### src/hsld_pkg.sv
package hsld_pkg;

   localparam logic [7:0] HDR0 = 8'hCC;
   localparam logic [7:0] HDR1 = 8'h81;
   localparam logic [23:0] PREAMBLE_LEN = 24'd5;

   localparam logic [16:0] MIN_LEN_RESET = 17'd5;
   localparam logic [23:0] MAX_LEN_RESET = 24'd65536;

   localparam int CSR_DATA_W = 24;
   localparam int CSR_INDEX_W = 2;
   localparam logic [CSR_INDEX_W-1:0] CSR_BIG_ENDIAN = 2'd0;
   localparam logic [CSR_INDEX_W-1:0] CSR_MIN_LEN = 2'd1;
   localparam logic [CSR_INDEX_W-1:0] CSR_MAX_LEN = 2'd2;

   localparam logic [1:0] ERR_NONE = 2'd0;
   localparam logic [1:0] ERR_SHORT = 2'd1;
   localparam logic [1:0] ERR_LONG = 2'd2;

   localparam int FIFO_DEPTH = 8;

   typedef enum logic [1:0] {
      CMD_ERR,
      CMD_PRE,
      CMD_BODY
   } cmd_kind_type;

   // data carries the body byte, or the first length byte for a preamble
   typedef struct packed {
      cmd_kind_type kind;
      logic [7:0] data;
      logic [7:0] len1;
      logic [7:0] len2;
      logic last;
      logic [1:0] err;
   } cmd_type;

   typedef struct packed {
      logic big_endian;
      logic [16:0] min_len;
      logic [23:0] max_len;
   } cfg_type;

endpackage

### src/hsld_front.sv
module hsld_front (
   input logic clock,
   input logic reset,
   input hsld_pkg::cfg_type cfg,
   input logic acc,
   input logic [7:0] rx_byte,
   output logic push,
   output hsld_pkg::cmd_type cmd
);
   import hsld_pkg::*;

   localparam logic [2:0] PH_HUNT = 3'd0;
   localparam logic [2:0] PH_HDR = 3'd1;
   localparam logic [2:0] PH_LEN0 = 3'd2;
   localparam logic [2:0] PH_LEN1 = 3'd3;
   localparam logic [2:0] PH_LEN2 = 3'd4;
   localparam logic [2:0] PH_BODY = 3'd5;

   logic [2:0] phase_ff, phase_in;
   logic [7:0] len0_ff, len0_in;
   logic [7:0] len1_ff, len1_in;
   logic [23:0] remaining_ff, remaining_in;
   logic [23:0] len;
   logic too_short, too_long;

   always_comb begin
      len = cfg.big_endian ? {len0_ff, len1_ff, rx_byte} : {rx_byte, len1_ff, len0_ff};
      too_short = (len < {7'd0, cfg.min_len}) || (len < PREAMBLE_LEN);
      too_long = len > cfg.max_len;
   end

   always_comb begin
      phase_in = phase_ff;
      len0_in = len0_ff;
      len1_in = len1_ff;
      remaining_in = remaining_ff;
      push = 1'b0;
      cmd.kind = CMD_BODY;
      cmd.data = rx_byte;
      cmd.len1 = len1_ff;
      cmd.len2 = rx_byte;
      cmd.last = 1'b0;
      cmd.err = ERR_NONE;
      if (acc) begin
         case (phase_ff)
            PH_HDR: begin
               if (rx_byte == HDR1) begin
                  phase_in = PH_LEN0;
               end else if (rx_byte == HDR0) begin
                  phase_in = PH_HDR;
               end else begin
                  phase_in = PH_HUNT;
               end
            end
            PH_LEN0: begin
               len0_in = rx_byte;
               phase_in = PH_LEN1;
            end
            PH_LEN1: begin
               len1_in = rx_byte;
               phase_in = PH_LEN2;
            end
            PH_LEN2: begin
               push = 1'b1;
               phase_in = PH_HUNT;
               if (too_short) begin
                  cmd.kind = CMD_ERR;
                  cmd.err = ERR_SHORT;
               end else if (too_long) begin
                  cmd.kind = CMD_ERR;
                  cmd.err = ERR_LONG;
               end else begin
                  cmd.kind = CMD_PRE;
                  cmd.data = len0_ff;
                  remaining_in = len - PREAMBLE_LEN;
                  cmd.last = (len == PREAMBLE_LEN);
                  if (len != PREAMBLE_LEN) begin
                     phase_in = PH_BODY;
                  end
               end
            end
            PH_BODY: begin
               push = 1'b1;
               remaining_in = remaining_ff - 24'd1;
               cmd.last = (remaining_ff == 24'd1);
               if (remaining_ff == 24'd1) begin
                  phase_in = PH_HUNT;
               end
            end
            default: begin
               phase_in = (rx_byte == HDR0) ? PH_HDR : PH_HUNT;
            end
         endcase
      end
   end

   always_ff @(posedge clock) begin
      if (reset) begin
         phase_ff <= PH_HUNT;
         remaining_ff <= '0;
      end else begin
         phase_ff <= phase_in;
         remaining_ff <= remaining_in;
      end
      len0_ff <= len0_in;
      len1_ff <= len1_in;
   end

endmodule

### src/hsld_fifo.sv
module hsld_fifo (
   input logic clock,
   input logic reset,
   input logic push,
   input hsld_pkg::cmd_type push_cmd,
   input logic pop,
   output logic full,
   output logic head_valid,
   output hsld_pkg::cmd_type head_cmd
);
   import hsld_pkg::*;

   localparam int PTR_W = (FIFO_DEPTH > 1) ? $clog2(FIFO_DEPTH) : 1;
   localparam int CNT_W = $clog2(FIFO_DEPTH + 1);
   localparam logic [PTR_W-1:0] LAST_PTR = PTR_W'(FIFO_DEPTH - 1);

   cmd_type mem_ff [FIFO_DEPTH];
   logic [PTR_W-1:0] wr_ptr_ff, wr_ptr_in;
   logic [PTR_W-1:0] rd_ptr_ff, rd_ptr_in;
   logic [CNT_W-1:0] count_ff, count_in;
   logic do_push, do_pop;

   always_comb begin
      full = (count_ff == CNT_W'(FIFO_DEPTH));
      head_valid = (count_ff != '0);
      head_cmd = mem_ff[rd_ptr_ff];
      do_push = push && !full;
      do_pop = pop && head_valid;
      wr_ptr_in = wr_ptr_ff;
      rd_ptr_in = rd_ptr_ff;
      count_in = count_ff;
      if (do_push) begin
         wr_ptr_in = (wr_ptr_ff == LAST_PTR) ? '0 : wr_ptr_ff + PTR_W'(1);
      end
      if (do_pop) begin
         rd_ptr_in = (rd_ptr_ff == LAST_PTR) ? '0 : rd_ptr_ff + PTR_W'(1);
      end
      if (do_push && !do_pop) begin
         count_in = count_ff + CNT_W'(1);
      end else if (do_pop && !do_push) begin
         count_in = count_ff - CNT_W'(1);
      end
   end

   always_ff @(posedge clock) begin
      if (reset) begin
         wr_ptr_ff <= '0;
         rd_ptr_ff <= '0;
         count_ff <= '0;
      end else begin
         wr_ptr_ff <= wr_ptr_in;
         rd_ptr_ff <= rd_ptr_in;
         count_ff <= count_in;
      end
   end

   always_ff @(posedge clock) begin
      if (do_push) begin
         mem_ff[wr_ptr_ff] <= push_cmd;
      end
   end

endmodule

### src/hsld_back.sv
module hsld_back (
   input logic clock,
   input logic reset,
   input logic head_valid,
   input hsld_pkg::cmd_type head_cmd,
   output logic pop,
   output logic rsp_valid,
   input logic rsp_ready,
   output logic [7:0] rsp_frame_byte,
   output logic rsp_first_flag,
   output logic rsp_last_flag,
   output logic [1:0] rsp_error_code
);
   import hsld_pkg::*;

   // preamble walks CC, 81, three length bytes
   localparam logic [2:0] PRE_LAST = 3'd4;

   logic [2:0] sub_ff, sub_in;
   logic valid_ff, valid_in;
   logic [7:0] byte_ff, byte_in;
   logic first_ff, first_in;
   logic last_ff, last_in;
   logic [1:0] err_ff, err_in;
   logic load;

   always_comb begin
      load = !valid_ff || rsp_ready;
      sub_in = sub_ff;
      valid_in = valid_ff && !rsp_ready;
      byte_in = byte_ff;
      first_in = first_ff;
      last_in = last_ff;
      err_in = err_ff;
      pop = 1'b0;
      if (load && head_valid) begin
         valid_in = 1'b1;
         first_in = 1'b0;
         last_in = 1'b0;
         err_in = ERR_NONE;
         byte_in = head_cmd.data;
         pop = 1'b1;
         case (head_cmd.kind)
            CMD_PRE: begin
               case (sub_ff)
                  3'd0: begin
                     byte_in = HDR0;
                     first_in = 1'b1;
                  end
                  3'd1: byte_in = HDR1;
                  3'd2: byte_in = head_cmd.data;
                  3'd3: byte_in = head_cmd.len1;
                  default: begin
                     byte_in = head_cmd.len2;
                     last_in = head_cmd.last;
                  end
               endcase
               if (sub_ff == PRE_LAST) begin
                  sub_in = '0;
               end else begin
                  sub_in = sub_ff + 3'd1;
                  pop = 1'b0;
               end
            end
            CMD_BODY: begin
               last_in = head_cmd.last;
            end
            default: begin
               byte_in = '0;
               err_in = head_cmd.err;
            end
         endcase
      end
   end

   always_ff @(posedge clock) begin
      if (reset) begin
         sub_ff <= '0;
         valid_ff <= 1'b0;
      end else begin
         sub_ff <= sub_in;
         valid_ff <= valid_in;
      end
      byte_ff <= byte_in;
      first_ff <= first_in;
      last_ff <= last_in;
      err_ff <= err_in;
   end

   assign rsp_valid = valid_ff;
   assign rsp_frame_byte = byte_ff;
   assign rsp_first_flag = first_ff;
   assign rsp_last_flag = last_ff;
   assign rsp_error_code = err_ff;

endmodule

### src/header_sync_length_deframer_top.sv
// Byte-stream deframer. Each request on req_ carries one received byte. The
// block hunts for the header CC 81, reads three length bytes and checks the
// total length against csr min/max. A bad length gives one rsp_ item with
// rsp_error_code set; a good one gives the five preamble bytes, then one item
// per body byte, first flag on the CC, last flag on the final byte.
// The csr_ port writes length byte order (0), min (1) and max (2) lengths;
// write only while idle.
// Each response passes the command queue and then the output register.
// Throughput: one byte per cycle while rsp_ready is high; the five preamble
// bytes come from one queue entry, and the eight-entry queue between parser
// and emitter absorbs a backlog of at most five commands, so a back-to-back
// stream with rsp_ready held high never sees req_ready drop.
// Reset (synchronous) returns to hunting, empties the queue and restores the
// default registers. When rsp_ready is low the output holds, the queue fills
// and req_ready drops; nothing is lost.
module header_sync_length_deframer_top (
   input logic clock,
   input logic reset,
   input logic req_valid,
   output logic req_ready,
   input logic [7:0] req_rx_byte,
   output logic rsp_valid,
   input logic rsp_ready,
   output logic [7:0] rsp_frame_byte,
   output logic rsp_first_flag,
   output logic rsp_last_flag,
   output logic [1:0] rsp_error_code,
   input logic csr_we,
   input logic [hsld_pkg::CSR_INDEX_W-1:0] csr_index,
   input logic [hsld_pkg::CSR_DATA_W-1:0] csr_wdata
);
   import hsld_pkg::*;

   cfg_type cfg_ff, cfg_in;
   logic full, acc, push, pop, head_valid;
   cmd_type push_cmd, head_cmd;

   always_comb begin
      cfg_in = cfg_ff;
      if (csr_we) begin
         case (csr_index)
            CSR_BIG_ENDIAN: cfg_in.big_endian = csr_wdata[0];
            CSR_MIN_LEN: cfg_in.min_len = csr_wdata[16:0];
            CSR_MAX_LEN: cfg_in.max_len = csr_wdata[23:0];
            default: cfg_in = cfg_ff;
         endcase
      end
   end

   always_ff @(posedge clock) begin
      if (reset) begin
         cfg_ff.big_endian <= 1'b0;
         cfg_ff.min_len <= MIN_LEN_RESET;
         cfg_ff.max_len <= MAX_LEN_RESET;
      end else begin
         cfg_ff <= cfg_in;
      end
   end

   assign req_ready = !full;
   assign acc = req_valid && req_ready;

   hsld_front u_front (
      .clock(clock),
      .reset(reset),
      .cfg(cfg_ff),
      .acc(acc),
      .rx_byte(req_rx_byte),
      .push(push),
      .cmd(push_cmd)
   );

   hsld_fifo u_fifo (
      .clock(clock),
      .reset(reset),
      .push(push),
      .push_cmd(push_cmd),
      .pop(pop),
      .full(full),
      .head_valid(head_valid),
      .head_cmd(head_cmd)
   );

   hsld_back u_back (
      .clock(clock),
      .reset(reset),
      .head_valid(head_valid),
      .head_cmd(head_cmd),
      .pop(pop),
      .rsp_valid(rsp_valid),
      .rsp_ready(rsp_ready),
      .rsp_frame_byte(rsp_frame_byte),
      .rsp_first_flag(rsp_first_flag),
      .rsp_last_flag(rsp_last_flag),
      .rsp_error_code(rsp_error_code)
   );

endmodule

### config.mk
export PLATFORM = sky130hd
export DESIGN_NAME = header_sync_length_deframer_top
export DESIGN_NICKNAME = d
export VERILOG_FILES = /design/src/hsld_pkg.sv /design/src/hsld_front.sv /design/src/hsld_fifo.sv /design/src/hsld_back.sv /design/src/header_sync_length_deframer_top.sv
export SDC_FILE = /design/constraint.sdc
export NUM_CORES = 1
export LEC_CHECK = 0
export ABC_AREA = 0
export CAP_MARGIN = 5
export CORE_UTILIZATION = 64
export CTS_BUF_LIST = sky130_fd_sc_hd__clkbuf_16
export DETAILED_ROUTE_END_ITERATION = 8
export DONT_BUFFER_PORTS = 1
export PLACE_DENSITY = 0.8
export SYNTH_ARGS = -nofsm -noshare
export SYNTH_HDL_FRONTEND = slang
export SYNTH_SLANG_ARGS = --single-unit
### constraint.sdc
create_clock -name clock -period 5.55 [get_ports clock]
set_input_delay 0.2775 -clock clock [delete_from_list [all_inputs] [get_ports clock]]
set_output_delay 0.2775 -clock clock [all_outputs]
set_load 0.02 [all_outputs]
* Word level (Yosys, flattened, before mapping) *
Memory sizes are Yosys's and may differ from the RTL's. A register that Yosys moved wholly into a read port is not among the register bits.
Cells that the tools add are included.

cells by class
  $add $sub $neg = 7
  magnitude comparators = 3
  eq/ne operators = 24
  mux-type cells = 44
  reduce and logical (&&, ||, !) cells = 30

operator list
  cell                   number
  $mux 24                3
  $pmux 24 s2            1
  $mux 3                 11
  $pmux 8 s4             1
  $eq 24x1->1 const B    1
  $eq 24x3->1 const B    1
  $gt 24x24->1           1
  $lt 24x17->1           1
  $lt 24x3->1 const B    1
  $ne 24x3->1 const B    1
  $sub 24x1->24 const B  1
  $sub 24x3->24 const B  1
  $mux 10                2
  $eq 8x8->1 const B     2
  $mux 8                 2
  $pmux 8 s2             1
  $eq 3x3->1 const B     5
  $mux 1                 15
  $pmux 3 s5             1
  $reduce_and 2->1       7
  $eq 3x2->1 const B     4
  $add 3x1->3 const B    3
  $mux 4                 2
  $logic_and 1x1->1      7
  other kinds (19)       33

word-level totals
  register bits = 111
  memory bits (writable) = 232
  input bits = 39
  output and inout port bits = 14
  word-level logic and storage cells = 125
  memories = 1

memory list
  name           words  width  rd ports  clocked after memory_dff  wr ports  line             source
  u_fifo.mem_ff  8      29     1         1                         1         hsld_fifo.sv:17  cmd_type mem_ff [FIFO_DEPTH];

* Longest topological paths before layout *
  depth in word-level cells = 9
  depth in mapped cells = 17
  mapped depth without buffers = 14

* Cells and area by module *
A second synthesis with hierarchy kept.

second synthesis, totals
  cell total of the unflattened synthesis = 1241
  area, all modules = 16672.2 µm²

by module, submodules not included
  module                           instances  cells each  area an instance (µm²)  sequential area each (µm²)
  hsld_fifo                        1          412         9471.6                  7226.9
  hsld_front                       1          555         4405.5                  1021.0
  header_sync_length_deframer_top  1          171         1798.0                  840.8
  hsld_back                        1          103         997.2                   440.4

* Least setup slack after synthesis *
No wires, ideal clock.

  kind = register to register
  start = reg u_fifo.count_ff[0]
  end = mem u_fifo.mem_ff[2][0] (netlist bit), enable pin
  library setup time = 0.499 ns
  arrival time = 4.609 ns
  data required time = 5.051 ns
  slack = 0.442 ns
  cell stages (with the launch flop) = 8
  buffers on the path = 3
  clock period less this slack = 5.108 ns
  cells stage by stage = dfxtp_1 -> or4b_2 -> and2_1 -> clkbuf_1 -> nand2_1 -> clkbuf_1 -> buf_1 -> nor4b_1

between the ends
  word-level cells in the longest chain between the ends = 7

ends and longest elaborated chain
  item                              line                                   source
  start, declared                   hsld_fifo.sv:20                        logic [CNT_W-1:0] count_ff, count_in;
  start signal, assigned            hsld_fifo.sv:53                        count_ff <= count_in;
  $eq 4x4->1 (*)                    hsld_fifo.sv:24                        full = (count_ff == CNT_W'(FIFO_DEPTH));
  $logic_not 1->1 (*)               header_sync_length_deframer_top.sv:60  assign req_ready = !full;
  named net req_ready               header_sync_length_deframer_top.sv:20  output logic req_ready,
  $logic_and 1x1->1                 header_sync_length_deframer_top.sv:61  assign acc = req_valid && req_ready;
  $mux 1                            hsld_front.sv:44                       if (acc) begin
  $logic_and 1x1->1 (*)             hsld_fifo.sv:27                        do_push = push && !full;
  $mux 1 (*)                        hsld_fifo.sv:58                        if (do_push) begin
  $mux 1 (not written as such) (*)  hsld_fifo.sv:59                        mem_ff[wr_ptr_ff] <= push_cmd;
  end, declared                     hsld_fifo.sv:17

The timed path passes the listed nets; every way through them passes the cells marked *.

* Final worst setup path *
  start = reg cfg_ff[41] (netlist bit)
  end = reg u_front.remaining_ff[22]

between the ends
  word-level cells in the longest chain between the ends = 5
  elaborated cells between the ends (all ways) = 12
  classes of those cells = add/sub: 1; order compare: 3; eq/ne: 2; mux: 4; reduce/logical: 2

ends and longest elaborated chain
  item                                                    line                                   source
  start, declared                                         header_sync_length_deframer_top.sv:34  cfg_type cfg_ff, cfg_in;
  start signal, assigned                                  header_sync_length_deframer_top.sv:56  cfg_ff <= cfg_in;
  $mux 24 (*)                                             hsld_front.sv:27                       len = cfg.big_endian ? {len0_ff, len1_ff, rx_byte} : {rx_byte, len1_ff, len0_ff};
  $sub 24x3->24, or another cell as far along             hsld_front.sv:75                       remaining_in = len - PREAMBLE_LEN;
  $mux 24 / $logic_or 1x1->1 (equally long branches)      hsld_front.sv:69, hsld_front.sv:28
  $mux 24 / $ne 2x2->1 (equally long branches)            n/a
  $pmux 24 s2 / $reduce_and 4->1 (equally long branches)  n/a
  end signal, assigned                                    hsld_front.sv:103                      remaining_ff <= remaining_in;
  end, declared                                           hsld_front.sv:22                       logic [23:0] remaining_ff, remaining_in;

Mark *: on every way between the ends. The rest lies on a longest branch, timed or not. The select of a mux whose other input is x is not followed.
A chain may end at the register's enable or synchronous reset.

==> results.md <==
* Status: completed
* RR Endpoint: u_front.remaining_ff[22]$_SDFFE_PP0P_
* H-tree levels at 2
* Die height at ~160 um
* Yosys cell types at 75
* DRT antenna net count at 0
* # diodes at 0
* Rel. slew slack at 0.202
* Power per standard cell area at between 300 and 400 nW/um^2
* Clock tree buffer depth at 3
* Dominant synthesized flop cell: edfxtp_1
* Asr flop ratio synth at 0
* Initial Util at 0.654
* R2r setup slk at between 1 and 1.5 ns
* Total power at 6550 uW
* Die width at 160 um
* Critical Path RT at 6.02 ns
* Final hold violation count at 0
* Finished layout cell area at 17900 um^2
* Num rows at 57
* Worst Tran Pin Value at 1.19 ns
* Worst hold slack at about 0.025 ns
* Synth top area cells: edfxtp_1, dfxtp_1, mux4_2
* Worst reg2reg path depth at 10
* Crit path kind: reg -> reg
* Tcrit/Tclk final at 0.773
* CP startpoint kind: flip-flop
* Number of global-route vias before repair at 10.5k
* Hold-fix buffers at CTS at 34
* Final setup skew at 0.0139 ns
* Layout area overhead at 12.3%
* Max cap viols at 0
* Num CTS Buffers at 37
* Final #Nets at 1344
* Commonest cells in the netlist: edfxtp_1, nand2_1, a21oi_1, dfxtp_1, nor2_1
* Static leakage at between 0.005 and 0.006 uW
* WP data arrival at 4.76 ns
* WL per Instance at 25.2 um
* Vias per cell at 6.65
* Worst hold endpoint: u_front.remaining_ff[0]$_SDFFE_PP0P_
* Core Region at 24300 um^2
* Crit Path Max Fanout at 23
* Placed cell area at roughly 16000 um^2
* Final Max Tran Viols at 0
* Final Setup Violations at 0
* Setup bufs post-CTS at 0
* DR pass1 iterations at 7
* Clock slew at reported path FFs at 0.07 ns
* Post-synth EDFFs at 260
* Post-synth top area share at 0.491
* Via Count at roughly 11k
* Largest area contributor in the netlist: edfxtp_1
* Final wirelength at 40.3 mm
* Final GP Congestion at 0.918
* DR DRC count at 0
* GRT Residual Overflow at 0
* Initial antenna violation count at 0
* Hold path startpoint: reset
* Setup TNS at 0 ns
* Syn_area_per_cell at 13.1 um^2
* Final min period at ~4.3 ns
* Post-synth net total at roughly 1.3k
* Die area at 25500 um^2
* FILL cells at around 1.5k
* CTS Sinks at 346
* IO Port Bufs at 0
* Most numerous cell in the Yosys netlist: edfxtp_1
* TritonCTS clock tree: built
* Register area share after synthesis at 0.599
* Synth Register Bits at 346
* Synthesized cell area at 15900 um^2
* Worst-Skew Late Latency at ~0.53 ns
* Mapped Cells at 1217
* First-pass GRT wire length at 61.2 mm
* Peak Freq at 233 MHz
* Dpl hpwl at about 24 mm
* Warnings from Yosys at 0
* Pin count of the biggest net entering global routing at slightly above 60
* Overall Global Routing Usage at 0.322
* VDD IR max at 0.323 mV
* CTS Root Cell: clkbuf_16
* # IOs at 53
* DRT iter0 DRCs at 1205
* Fraction of final layout cells sized beyond drive strength 1 at 0.148
* Origin of the critical flop-to-flop path: cfg_ff[41]$_SDFFE_PP0P_
* CP Capture Type: flip-flop
* Final Util at 0.734
* # resized after CTS at 0
* RSZ-0062 raised after global routing: false
* HP Class: in -> reg
* Hold depth at 3
[worst max path at each step]
stage | start | endpoint | slack (ns) | depth (start not counted)
floorplan | u_fifo.count_ff[0]$_SDFFE_PP0P_ | u_fifo.mem_ff[2][0]$_DFFE_PP_ | 0.44 | 7
global placement | cfg_ff[41]$_SDFFE_PP0P_ | u_front.remaining_ff[12]$_SDFFE_PP0P_ | 1.47 | 9
detailed placement | cfg_ff[41]$_SDFFE_PP0P_ | u_front.remaining_ff[22]$_SDFFE_PP0P_ | 1.35 | 10
CTS | flip-flop | u_fifo.count_ff[3]$_SDFFE_PP0P_ | 1.26 | 14
global route | flip-flop | u_fifo.count_ff[3]$_SDFFE_PP0P_ | 1.00 | 14
finish | cfg_ff[41]$_SDFFE_PP0P_ | u_front.remaining_ff[22]$_SDFFE_PP0P_ | 1.26 | 10
[metrics by stage]
step / std cells / setup WS (ns)
after detailed placement: 1497 / 1.35
after CTS: 1598 / 1.26
after floorplan: 1217 / 0.442
final: 1598 / 1.26
after global placement: 1497 / 1.47
after global routing: 1598 / 1.00
[layout by cell type, fill, tap and decap left out, types with 15 or more instances in the layout]
| cell | n |
|---|---|
| a21oi_1 | 91 |
| nor2_1 | 67 |
| inv_1 | 70 |
| mux2_2 | 21 |
| buf_4 | 16 |
| nand3_1 | 16 |
| or3_1 | 16 |
| o21ai_0 | 24 |
| dlygate4sd3_1 | 33 |
| ha_1 | 58 |
| mux4_2 | 58 |
| nand2_1 | 139 |
| xnor2_1 | 15 |
| dfxtp_1 | 84 |
| edfxtp_1 | 260 |
| mux2i_1 | 26 |
| clkbuf_16 | 38 |
| nor3_1 | 19 |
[cells by family after synthesis]
family | count (synthesis) | synth area share
AO/OA/AOI/OAI | 210 | 0.0853
XOR/XNOR | 24 | 0.0132
adder cells (fa/ha/maj) | 59 | 0.0469
buffers and inverters | 126 | 0.0315
flip-flops | 346 | 0.599
multiplexers | 112 | 0.120
AND/OR/NAND/NOR | 340 | 0.104
[report_power, final]
group	switching [uW]	internal, uW
sequential	150	2880
combinational	506	439
clock	1030	1540
total	1690	4860
[metal layers]
layer  up-vias  wire length [um]  track usage
li1       4689                 -            -
met1      5230             15400        0.423
met2       580             19600        0.531
met3       123              3470       0.0486
met4         0              1820        0.152
met5         -                 0            0
[critical path: stages, from the launching register on]
cell	delay, ns
dfxtp_1	0.58
buf_4	0.36
mux2i_1	0.39
inv_1	0.11
ha_1	0.30
nand4_1	0.11
or4_1	0.58
nor4_2	0.49
o21ai_2	0.21
a211oi_2	0.85
a32o_1	0.24
[cell type report]
| cell class | count | area [um^2] | area share |
|---|---|---|---|
| clock inverters | 29 | 323 | 0.0181 |
| multi-input cells | 745 | 5920 | 0.331 |
| well taps | 324 | 405 | 0.0227 |
| inverters | 66 | 253 | 0.0141 |
| repair buffers | 50 | 478 | 0.0268 |
| clock buffers | 38 | 951 | 0.0532 |
| flip-flops and latches | 346 | 9530 | 0.534 |
[state kept, by name, indices dropped and copies added (netlist names), named ones only]
signal,count
u_back.rsp_error_code,2
u_fifo.wr_ptr_ff,3
u_back.rsp_last_flag,1
u_back.sub_ff,3
u_back.rsp_valid,1
u_fifo.rd_ptr_ff,3
u_back.rsp_frame_byte,8
u_front.remaining_ff,24
cfg_ff,42
u_fifo.count_ff,4
u_front.len1_ff,8
u_front.phase_ff,3
u_front.len0_ff,8
u_fifo.mem_ff,232
u_back.rsp_first_flag,1
Note: power is estimated with default switching activity, not from simulation.
